[config.mk]
export PLATFORM = sky130hd
export DESIGN_NAME = bsa_ram
export DESIGN_NICKNAME = d
export VERILOG_FILES = /design/src/sv/bsa_ram.sv
export SDC_FILE = /design/constraint.sdc
export NUM_CORES = 1
export LEC_CHECK = 0
export ABC_AREA = 1
export CORE_ASPECT_RATIO = 1.1
export CORE_MARGIN = 3
export CORE_UTILIZATION = 68
export CTS_CLUSTER_DIAMETER = 30
export DETAILED_ROUTE_END_ITERATION = 10
export DONT_BUFFER_PORTS = 1
export PLACE_DENSITY_LB_ADDON = 0.3
export SLEW_MARGIN = 20
export SYNTH_ARGS = -nofsm -noshare
export SYNTH_HDL_FRONTEND = slang
export SYNTH_SLANG_ARGS = --single-unit
[constraint.sdc]
create_clock -name i_clk -period 2.4 [get_ports i_clk]
set_clock_uncertainty 0.05 [all_clocks]
set_input_delay 0.48 -clock i_clk [delete_from_list [all_inputs] [get_ports i_clk]]
set_output_delay 0.48 -clock i_clk [all_outputs]
set_load 0.005 [all_outputs]
[src/sv/bsa_ram.sv]
// ----------------------------------------------------------------------------
// bsa_ram
// Generic single-write, single-read RAM with registered read data.
// ----------------------------------------------------------------------------
module bsa_ram #(
    parameter int WIDTH = 8,
    parameter int DEPTH = 16,
    localparam int AW = (DEPTH > 1) ? $clog2(DEPTH) : 1
) (
    input  logic             i_clk,
    input  logic             i_we,
    input  logic [AW-1:0]    i_waddr,
    input  logic [WIDTH-1:0] i_wdata,
    input  logic [AW-1:0]    i_raddr,
    output logic [WIDTH-1:0] o_rdata
);

    logic [WIDTH-1:0] r_mem [DEPTH];
    logic [WIDTH-1:0] r_rdata;

    always_ff @(posedge i_clk) begin
        if (i_we) begin
            r_mem[i_waddr] <= i_wdata;
        end
        r_rdata <= r_mem[i_raddr];
    end

    assign o_rdata = r_rdata;

endmodule

==> summary.md <==
| Metric | Value |
|---|---|
| Final Critical Period | `1420 ps` |
| Sequential Area | `approximately 4000 µm²` |
| Startpoint class of the critical path | `input port` |
| Share of layout cells above drive strength 1 | `approximately 6.3%` |
| Final wirelength | `13300 µm` |
| Fraction of registers with async set/reset | `0%` |
| Slowest stage cell, crit path | `dlygate4sd3_1` |
| Pre-CTS WS | `663 ps` |
| Most frequent cell after synthesis | `nand2_1` |
| Layout Nets | `574` |
| Worst Setup End Kind | `flop` |
| Kind of critical path | `in2reg` |
| Total negative slack | `0 ps` |
| First-pass GRT wire length | `20900 µm` |
| Fill cells | `477` |
| Worst EP required | `2550 ps` |
| Register area share after synthesis | `a little over two thirds` |
| Via density | `around 5.8` |
| Worst rel slew slack | `a little over two fifths` |
| Vias | `between 3000 and 4000` |
| Layout Cells excl Fill | `678` |
| Post-synth EDFFs | `128` |
| CTS Buf Count | `17` |
| Initial Util | `between 70% and 80%` |
| Slowest stage delay, CP | `1090 ps` |
| DR WL met2 | `6670 µm` |
| Placed cell area | `5760 µm²` |
| Die Y-Extent | `103 µm` |
| Top-area cell type share of the netlist area | `66.7%` |
| Max Fclk | `702 MHz` |
| Vias in the first global route | `approximately 3900` |
| Detail Route met3 WL | `1290 µm` |
| Post-DP HPWL | `7210 µm` |
| Worst R2R Setup Slack | `roughly 1300 ps` |
| Worst vdd ir | `between 0.7 and 0.8 mV` |
| Largest net degree at the start of global routing | `66` |
| Initial antenna violation count | `1` |
| Power per cell area | `852 nW/µm²` |
| CTS tree | `yes` |
| #FFs+latches synth | `136` |
| Total track usage | `30.3%` |
| Initial DRC Count | `544` |
| CP top delay family | `buffers and inverters` |
| Number of port buffers | `0` |
| Residual DRC | `0` |
| Final hold violation count | `0` |
| Area leader, netlist | `edfxtp_1` |
| Placer congestion estimate | `0.805` |
| Final Max Tran Viols | `0` |
| Met1 WL | `between 4000 and 5000 µm` |
| H-tree depth | `4` |
| Clk_lat worst skew | `520 ps` |
| Dpl cells | `about 640` |
| Most area-consuming cells after synthesis | `edfxtp_1, nand2_1, nand3_1, inv_1, dfxtp_1` |
| Worst Tran Pin Value | `846 ps` |
| Synth Instances | `about 550` |
| WP data arrival | `1580 ps` |
| Clock net sink count | `136` |
| Unrepaired setup endpoints after global routing | `false` |
| Post-Syn Area | `slightly below 6000 µm²` |
| Area Overhead vs Synth | `11.5%` |
| Die width | `93.8 µm` |
| Tcrit/Tclk final | `between 50% and 60%` |
| Largest fanout on the critical path | `16` |
| Area of the multi-input gates | `1210 µm²` |
| Design area | `~6400 µm²` |
| CP Cell Sequence | `dlygate4sd3_1` |
| Io pins | `26` |
| Synth warnings | `0` |
| Drt pass-1 iters | `5` |
| Post-CTS Setup Bufs | `0` |
| Highest Signal Layer | `met4` |
| Die area | `between 9000 and 10000 µm²` |
| Max Cap Violations | `0` |
| CTS clk-pin slew, worst paths | `around 70 ps` |
| Post-synth top flop | `edfxtp_1` |
| Synth top cells by count | `nand2_1, edfxtp_1, inv_1` |
| GRT overflow | `0` |
| # setup viols final | `0` |
| Final worst slack | `about 980 ps` |
| Fin util | `79.6%` |
| Synthesized area per cell | `10.5 µm²` |
| Worst Path Buf+Inv | `1` |
| Outcome | `completed` |
| Min-delay worst type | `in2reg` |
| Mapped Nets | `569` |
| Yosys cell types | `12` |
| Antenna viol nets, final | `0` |
| Row count | `34` |
| Wire per inst | `roughly 20 µm` |
| Leak | `2.74 nW` |
| Core area | `roughly 8100 µm²` |
| Clk root buf | `clkbuf_8` |
| CTS Buffer Depth | `2` |
-- cell type report --
cell class / count / share of cell area, %
Timing Repair Buffer: 10 / 1.67
Inverter: 102 / 5.95
Tap cell: 108 / 2.10
Clock inverter: 13 / 2.24
Multi-Input combinational cell: 289 / 18.9
Clock buffer: 19 / 6.87
Sequential cell: 136 / 62.3
Antenna cell: 1 / 0.0389
-- report_power, final --
part | switching, W | internal (W)
Clock | 0.000998 | 0.00154
Combinational | 0.000186 | 0.0000753
Sequential | 0.0000197 | 0.00266
Total | 0.00120 | 0.00427
-- flip-flops by register name, indices dropped and copies added, names as in the netlist --
name and count:
r_mem 128, o_rdata 8
-- cells by family (layout without fill, tap and decap cells) --
kind of cell	after synthesis	count (layout)	share of synthesized area, %
flops	136	136	69.4
buf+inv	126	144	9.52
other cells	0	1	0
simple gates	289	289	21.0
-- layout by cell type (no fill, tap or decap) --
cell,Yosys,final
inv_2,2,2
buf_4,4,1
dlygate4sd3_1,0,8
nand3b_1,2,2
clkbuf_16,0,16
diode_2,0,1
nand3_1,97,97
dfxtp_1,8,8
bufinv_16,0,2
clkbuf_8,0,3
nor2_1,17,17
inv_6,0,3
buf_12,0,1
edfxtp_1,128,128
nand2_1,173,173
clkinv_4,0,2
inv_1,100,100
clkinv_2,0,2
clkinvlp_4,0,4
-- final timing paths --
| kind | start | to | depth (start not counted) |
|---|---|---|---|
| worst max register to register | r_mem[2][3]$_DFFE_PP_ | o_rdata[3]$_DFF_P_ | 6 |
| worst min register to register | r_mem[10][6]$_DFFE_PP_ | o_rdata[6]$_DFF_P_ | 6 |
| worst min-delay path | i_raddr[3] | o_rdata[6]$_DFF_P_ | 2 |
| worst max-delay path | i_wdata[3] | r_mem[13][3]$_DFFE_PP_ | 1 |
-- routing by layer --
metal	vias to the layer above	global-route usage [%]
met2	263	49.8
met1	1827	37.6
met5	-	0
met4	0	14.7
met3	41	8.47
li1	1785	-
-- stage by stage --
step | hold WS, ps | power, W
after floorplan | 529 | 0.00291
after global placement | 530 | 0.00292
after detailed placement | 530 | 0.00292
after CTS | 32.1 | 0.00548
after global routing | 53.9 | 0.00562
final | 48.8 | 0.00548
-- what timing repair did --
item,in CTS,in global routing
endpoints found under the hold margin,128,0
resized for setup,0,0
hold buffers,8,0
(Power assumes the default switching activity.)
