$ cat config.mk
export PLATFORM = sky130hd
export DESIGN_NAME = bsa_first_free
export DESIGN_NICKNAME = d
export VERILOG_FILES = /design/src/sv/bsa_pkg.sv /design/src/sv/bsa_first_free.sv
export SDC_FILE = /design/constraint.sdc
export NUM_CORES = 1
export LEC_CHECK = 0
export BUFFER_PORTS_ARGS = -buffer_cell sky130_fd_sc_hd__buf_4
export CAP_MARGIN = 20
export CELL_PAD_IN_SITES_DETAIL_PLACEMENT = 0
export CELL_PAD_IN_SITES_GLOBAL_PLACEMENT = 2
export CORE_MARGIN = 10
export CORE_UTILIZATION = 16
export DETAILED_ROUTE_END_ITERATION = 10
export PLACE_DENSITY = 0.91
export SETUP_SLACK_MARGIN = 0.5
export SYNTH_ARGS = -nofsm -noshare
export SYNTH_HDL_FRONTEND = slang
export SYNTH_SLANG_ARGS = --single-unit
$ cat constraint.sdc
create_clock -name vclk -period 1.15
set_input_delay 0.1725 -clock vclk [all_inputs]
set_output_delay 0.1725 -clock vclk [all_outputs]
set_load 0.005 [all_outputs]
$ cat src/sv/bsa_pkg.sv
// ----------------------------------------------------------------------------
// bsa_pkg
// Shared types and sizes for the bitmap slot allocator: request and response
// words, operation and status codes, occupancy row geometry.
// ----------------------------------------------------------------------------
package bsa_pkg;

    localparam int MAX_SLOTS = 1024;
    localparam int DATA_BITS = 64;

    // field widths of the request and response words
    localparam int ACTION_W = 3;
    localparam int INDEX_W  = 10;
    localparam int NDATA_W  = 64;
    localparam int STATUS_W = 3;
    localparam int CNT_W    = 11;
    localparam logic [CNT_W-1:0] CNT_RESET = 11'd1024;

    localparam int SLOT_AW  = $clog2(MAX_SLOTS);
    // occupancy is kept in rows, one row-full flag per row
    localparam int ROW_BITS = (MAX_SLOTS < 32) ? MAX_SLOTS : 32;
    localparam int NUM_ROWS = MAX_SLOTS / ROW_BITS;
    localparam int ROW_AW   = (NUM_ROWS > 1) ? $clog2(NUM_ROWS) : 1;
    localparam int BIT_AW   = $clog2(ROW_BITS);
    // the first-free encoder serves both the row flags and one row
    localparam int ENC_W    = (ROW_BITS > NUM_ROWS) ? ROW_BITS : NUM_ROWS;
    localparam int ENC_AW   = $clog2(ENC_W);
    // compare width, covers node_count and any slot number
    localparam int CMP_W    = 17;

    typedef enum logic [ACTION_W-1:0] {
        ACT_ALLOC    = 3'd0,
        ACT_REGISTER = 3'd1,
        ACT_FREE     = 3'd2,
        ACT_READ     = 3'd3,
        ACT_MODIFY   = 3'd4
    } t_action;

    typedef enum logic [STATUS_W-1:0] {
        ST_OK        = 3'd0,
        ST_BAD_INDEX = 3'd1,
        ST_NOT_ALLOC = 3'd2,
        ST_ALREADY   = 3'd3,
        ST_NO_FREE   = 3'd4
    } t_status;

    typedef struct packed {
        logic [ACTION_W-1:0] action;
        logic [INDEX_W-1:0]  slot_index;
        logic [NDATA_W-1:0]  node_data;
    } t_req;

    typedef struct packed {
        logic [STATUS_W-1:0] status;
        logic [INDEX_W-1:0]  result_index;
        logic [NDATA_W-1:0]  result_data;
    } t_rsp;

    typedef struct packed {
        logic              found;
        logic [ENC_AW-1:0] pos;
    } t_ff_res;

endpackage

$ cat src/sv/bsa_first_free.sv
// ----------------------------------------------------------------------------
// bsa_first_free
// Lowest-zero encoder, shared between the row-full flags and one
// occupancy row.
// ----------------------------------------------------------------------------
module bsa_first_free (
    input  logic [bsa_pkg::ENC_W-1:0] i_bits,
    output bsa_pkg::t_ff_res          o_res
);
    import bsa_pkg::*;

    always_comb begin
        o_res = '0;
        for (int i = ENC_W - 1; i >= 0; i--) begin
            if (!i_bits[i]) begin
                o_res.found = 1'b1;
                o_res.pos   = ENC_AW'(i);
            end
        end
    end

endmodule

==> results of run 1 <==
## area by class of cell
class | instances | area [um^2]
fill | 251 | 1300
inverter | 7 | 28.8
multi-input combinational | 61 | 430
tap | 28 | 35.0
timing repair buffer | 56 | 458
## final timing paths
kind                  endpoint  depth (start not counted)
worst max-delay path  o_res[3]                          6
worst min-delay path  o_res[1]                          4
## tightest hold or removal path, stage by stage
cell and delay, ns:
buf_4 0.12, nand4_1 0.06, o21ai_1 0.07, buf_4 0.13
## logic make-up (layout without fill, tap and decap cells)
group                  count (synthesis)  in the layout  share of synthesized area [%]
AND/OR/NAND/NOR                       35             35                           52.6
buffers and inverters                  7             63                           6.86
AO/OA/AOI/OAI                         26             26                           40.5
## power by group through the flow
stage | sequential (uW) | clock (uW) | combinational, uW
floorplan | 0 | 0 | 57.4
global placement | 0 | 0 | 238
detailed placement | 0 | 0 | 242
CTS | 0 | 0 | 255
global route | 0 | 0 | 290
finish | 0 | 0 | 266
## cell usage after synthesis
cell type / count
nor2_1: 4
inv_1: 7
o21ai_1: 3
o211ai_1: 2
a21oi_1: 7
nor3_2: 1
a221oi_1: 1
o2111ai_1: 1
a21o_1: 1
and4_1: 1
nor2b_1: 1
a31oi_1: 4
nand2_2: 1
nand4_1: 9
o21ai_0: 5
or3_4: 1
nand3_1: 3
or3_1: 1
nor3_1: 1
nand2_1: 10
a211oi_1: 1
o21bai_1: 1
nor4_2: 1
nand2_4: 1
## stage by stage
| stage | setup slack (ns) | hold WS, ns | setup TNS (ns) | util [%] |
|---|---|---|---|---|
| detailed placement | -0.189 | 0.732 | -0.969 | 38.9 |
| finish | -0.173 | 0.728 | -0.742 | 42.2 |
| CTS | -0.171 | 0.733 | -0.760 | 40.8 |
| global route | -0.228 | 0.749 | -1.12 | 42.2 |
| floorplan | 0.0745 | 0.441 | 0 | - |
| global placement | -0.168 | 0.733 | -0.923 | 38.9 |
## routing by layer
metal / vias to the layer above / wire, um / global-route usage [%]
met3: 0 / 252 / 3.86
li1: 375 / - / -
met2: 24 / 1080 / 15.8
met5: - / 0 / 0
met1: 323 / 742 / 7.88
met4: 0 / 0 / 0.739
## what timing repair did
| action | CTS | global route |
|---|---|---|
| setup buffers | 0 | 0 |
| endpoints found under the hold margin | 0 | 0 |
| setup endpoints to repair | 6 | 6 |
| pin swaps | 11 | 8 |
| gates resized for setup | 12 | 8 |
==> flow_summary.yaml, run 1 <==
global_routing:
  grt-ovfl-total: 0
  grt_pass1_vias: 806
  grt_use_total_pct: 8.14
  grt_first_pass_wirelength_um: 3190
  grt_max_degree: 6
  grt_antenna_before_repair: 0
critical_path:
  crit_chain: "buf_6 > nand4_1 > or3_4 > a211oi_2 > nor2_1 > buf_4"
  worstPathMaxFanout: 3
  slowest_stage: "or3_4"
  worstPathArrival_ns: 1.15
  end_kind: "output pin"
  cpPeakStageDelay_ns: 0.38
  worstPathRequired_ns: 0.98
  critPathBufInv: 2
  path_delay_family: "simple AND/OR/NAND/NOR gates"
  critical_path_class: "in2out"
  cp-startpoint: "i_bits[31]"
  cp-start-kind: "primary input"
power:
  p_switching_uw: 111
  pwr-share-seq_pct: 0
  p_total_uw: 266
  p_int_uw: 155
  leakage_uw: 0.000441
  p_per_area_nw_per_um2: 280
  p_sw_share_pct: 41.7
  p_comb_share_pct: 100.0
  power.share.clock_pct: 0
  vdd_drop_max_mv: 0.134
final_layout:
  n_antenna_cell: 0
  drive_gt1_share_pct: 59.7
  regArea_um2: 0
  final_cell_mix: "46 x buf_4, 10 x buf_6, 9 x nand4_1"
  nFlopsAndLatches: 0
  fin_area_um2: 952
  area_delta_synth_final_pct: 149
  layout_commonest_cell: "buf_4"
  nets: 158
  clock_buffers: 0
  stdcell_count: 152
logic_synthesis:
  synth_seq_area_share_pct: 0
  syn-cell-area_um2: 383
  synth_top_cell_by_area: "nand4_1"
  synth_cell_types: 24
  synth_top_cell_area_share_pct: 14.7
  synth_area_leaders: "nand4_1 15%, nand2_1 9.8%, a21oi_1 9.2%"
  synthCells: 68
  syn_avg_cell_area_um2: 5.63
  synth_fp_nets: 100
  yosys_warnings: 0
placement:
  port_buffers: 38
  placed_cell_area_um2: 877
  place_inst: 152
  place_congestion: 0.744
  hpwl_um: 1800
drt:
  ant_nets: 0
  totalWireLength_um: 2070
  wl_per_cell_um: 13.6
  drc: 0
  viasPerCell: 4.75
  drt_iter0_drc: 17
  dr.pass1.iters: 4
  routed-via-count: 722
die:
  core-area_um2: 2250
  die_area_um2: 4750
  rows: 17
  die-width_um: 68.9
  die_y_um: 68.9
  io_pins: 38
  initial_core_util_pct: 17.0
sta:
  fmax_mhz: 756
  setup_viol: 6
  slew_violations: 0
  worst_slack_ns: -0.173
  rsz0062_at_grt: "true"
  finalHoldViolCount: 0
  relSlewSlack_pct: 84.0
  worst_pin_slew_ns: 0.240
  period_share_pct: 115
  period_minus_slack_ns: 1.32
worst_hold_path:
  holdCritPathClass: "in2out"
  worstHoldStart: "i_bits[8]"
status:
  status: "finished, violations left"
  violations: "negative setup slack"
flow_run:
  drv_cap: 0
clocking:
  cts_hold_buffers: 0
No activity file was read; power rests on OpenSTA's default activity.
==> run 2, diff against run 1 <==
--- a/config.mk
+++ b/config.mk
@@ -5,10 +5,11 @@
 export SDC_FILE = /design/constraint.sdc
 export NUM_CORES = 1
 export LEC_CHECK = 0
-export BUFFER_PORTS_ARGS = -buffer_cell sky130_fd_sc_hd__buf_4
+export BUFFER_PORTS_ARGS = -buffer_cell sky130_fd_sc_hd__buf_2
 export CAP_MARGIN = 20
 export CELL_PAD_IN_SITES_DETAIL_PLACEMENT = 0
 export CELL_PAD_IN_SITES_GLOBAL_PLACEMENT = 2
+export CORE_ASPECT_RATIO = 1.4
 export CORE_MARGIN = 10
 export CORE_UTILIZATION = 16
 export DETAILED_ROUTE_END_ITERATION = 10
@@ -17,3 +18,4 @@
 export SYNTH_ARGS = -nofsm -noshare
 export SYNTH_HDL_FRONTEND = slang
 export SYNTH_SLANG_ARGS = --single-unit
+export TNS_END_PERCENT = 1
==> run 2 against run 1 <==
Largest power group unchanged. The run still ends with negative setup slack left. Critical path type unchanged. Count of clock-buffer cells in the layout unchanged. Hold slack worse by 0.019 ns. Highest routed layer is now met4. Combinational power fell by 19%.
==> flow_summary.yaml, run 2 (same netlist as run 1, synthesis figures left out) <==
sta:
  setup_tns_ns: -0.689
  relSlewSlack_pct: 84.1
  period_minus_slack_ns: 1.29
  period_share_pct: 112
  rsz0062_at_grt: "true"
  finalHoldViolCount: 0
  fmax_mhz: 774
  worst_slack_ns: -0.141
  slew_violations: 0
  worst_pin_slew_ns: 0.238
  setup_viol: 6
drt:
  totalWireLength_um: 1850
  wl_per_cell_um: 12.7
  drc: 0
  dr.pass1.iters: 4
  routed-via-count: 722
  drt_iter0_drc: 12
  ant_nets: 0
  viasPerCell: 4.95
critical_path:
  crit_chain: "buf_2 > nand2_2 > or3_4 > a211oi_2 > nor2_1 > buf_2"
  cp-start-kind: "primary input"
  worstPathMaxFanout: 2
  worstPathArrival_ns: 1.12
  critical_path_class: "in2out"
  end_kind: "output pin"
  crit_top_cell: "buf_2"
  path_delay_family: "simple AND/OR/NAND/NOR gates"
  slowest_stage: "or3_4"
  worstPathRequired_ns: 0.98
  critPathBufInv: 2
  cpPeakStageDelay_ns: 0.40
final_layout:
  regArea_um2: 0
  final_cell_mix: "32 x buf_2, 18 x buf_4, 9 x nand4_1, 9 x nand2_1, 7 x inv_1"
  n_antenna_cell: 0
  area_delta_synth_final_pct: 113
  layout_commonest_cell: "buf_2"
  clock_buffers: 0
  stdcell_count: 146
  nets: 158
  nFlopsAndLatches: 0
  drive_gt1_share_pct: 54.0
power:
  vdd_drop_max_mv: 0.130
  p_per_area_nw_per_um2: 264
  p_total_uw: 215
  leakage_uw: 0.000400
global_routing:
  grt_max_degree: 6
  grt_pass1_vias: 777
  grt_use_total_pct: 7.20
  grt_first_pass_wirelength_um: 2980
  grt_antenna_before_repair: 0
  grt-ovfl-total: 0
die:
  die_y_um: 77.9
  die_area_um2: 4780
  core-area_um2: 2230
  die-width_um: 61.3
  rows: 20
  io_pins: 38
  initial_core_util_pct: 17.2
placement:
  port_buffers: 38
  place_inst: 146
  place_congestion: 0.795
  hpwl_um: 1680
  pre_cts_ws_ns: -0.232
worst_hold_path:
  whs_endpoint: "o_res[1]"
  worstHoldStart: "i_bits[8]"
  worstHoldPathCells: 4
  holdCritPathClass: "in2out"
status:
  status: "finished, violations left"
  violations: "negative setup slack"
flow_run:
  drv_cap: 0
-- run 2: repair_timing --
item / in CTS / in global routing
pin swaps: 0 / 0
endpoints found under the hold margin: 0 / 0
buffers inserted: 0 / 0
setup endpoints to repair: 6 / 6
gates resized for setup: 11 / 2
hold buffers: 0 / 0
-- run 2: worst min-delay path, cell delays in order --
cell	delay, ns
buf_2	0.12
nand4_1	0.07
o21ai_1	0.06
buf_2	0.12
-- run 2: worst max-delay path by stage --
stage / slack (ns) / cells after the start / to / startpoint
2_1_floorplan: 0.07 / 4 / o_res[3] / i_bits[24]
3_3_place_gp: -0.19 / 6 / o_res[3] / i_bits[24]
3_5_place_dp: -0.23 / 6 / o_res[5] / i_bits[24]
4_1_cts: -0.16 / 6 / o_res[3] / i_bits[25]
5_1_grt: -0.22 / 6 / o_res[5] / i_bits[27]
6_report: -0.14 / 6 / o_res[3] / i_bits[25]
-- run 2: layout make-up --
cell class,count,area (um^2)
multi-input combinational,61,399
tap,22,27.5
timing repair buffer,56,363
fill,248,1410
inverter,7,26.3
-- run 2: power by group --
group / internal (uW) / switching, uW / total (uW) / leakage, uW
clock: 0 / 0 / 0 / 0
sequential: 0 / 0 / 0 / 0
combinational: 117 / 98.0 / 215 / 0.000400
-- run 2: per-layer routing --
layer | GRT usage (%) | routed length, um | vias to the layer above
met3 | 1.79 | 174 | 2
met1 | 7.79 | 755 | 314
met5 | 0 | 0 | -
li1 | - | - | 376
met4 | 0.673 | 19 | 0
met2 | 13.6 | 903 | 30
-- run 2: through the flow --
stage / cell area, um^2 / utilization, % / hold slack (ns)
floorplan: 397 / - / 0.441
global placement: 749 / 33.7 / 0.708
global route: 816 / 36.6 / 0.725
CTS: 806 / 36.2 / 0.713
finish: 816 / 36.6 / 0.709
detailed placement: 749 / 33.7 / 0.712
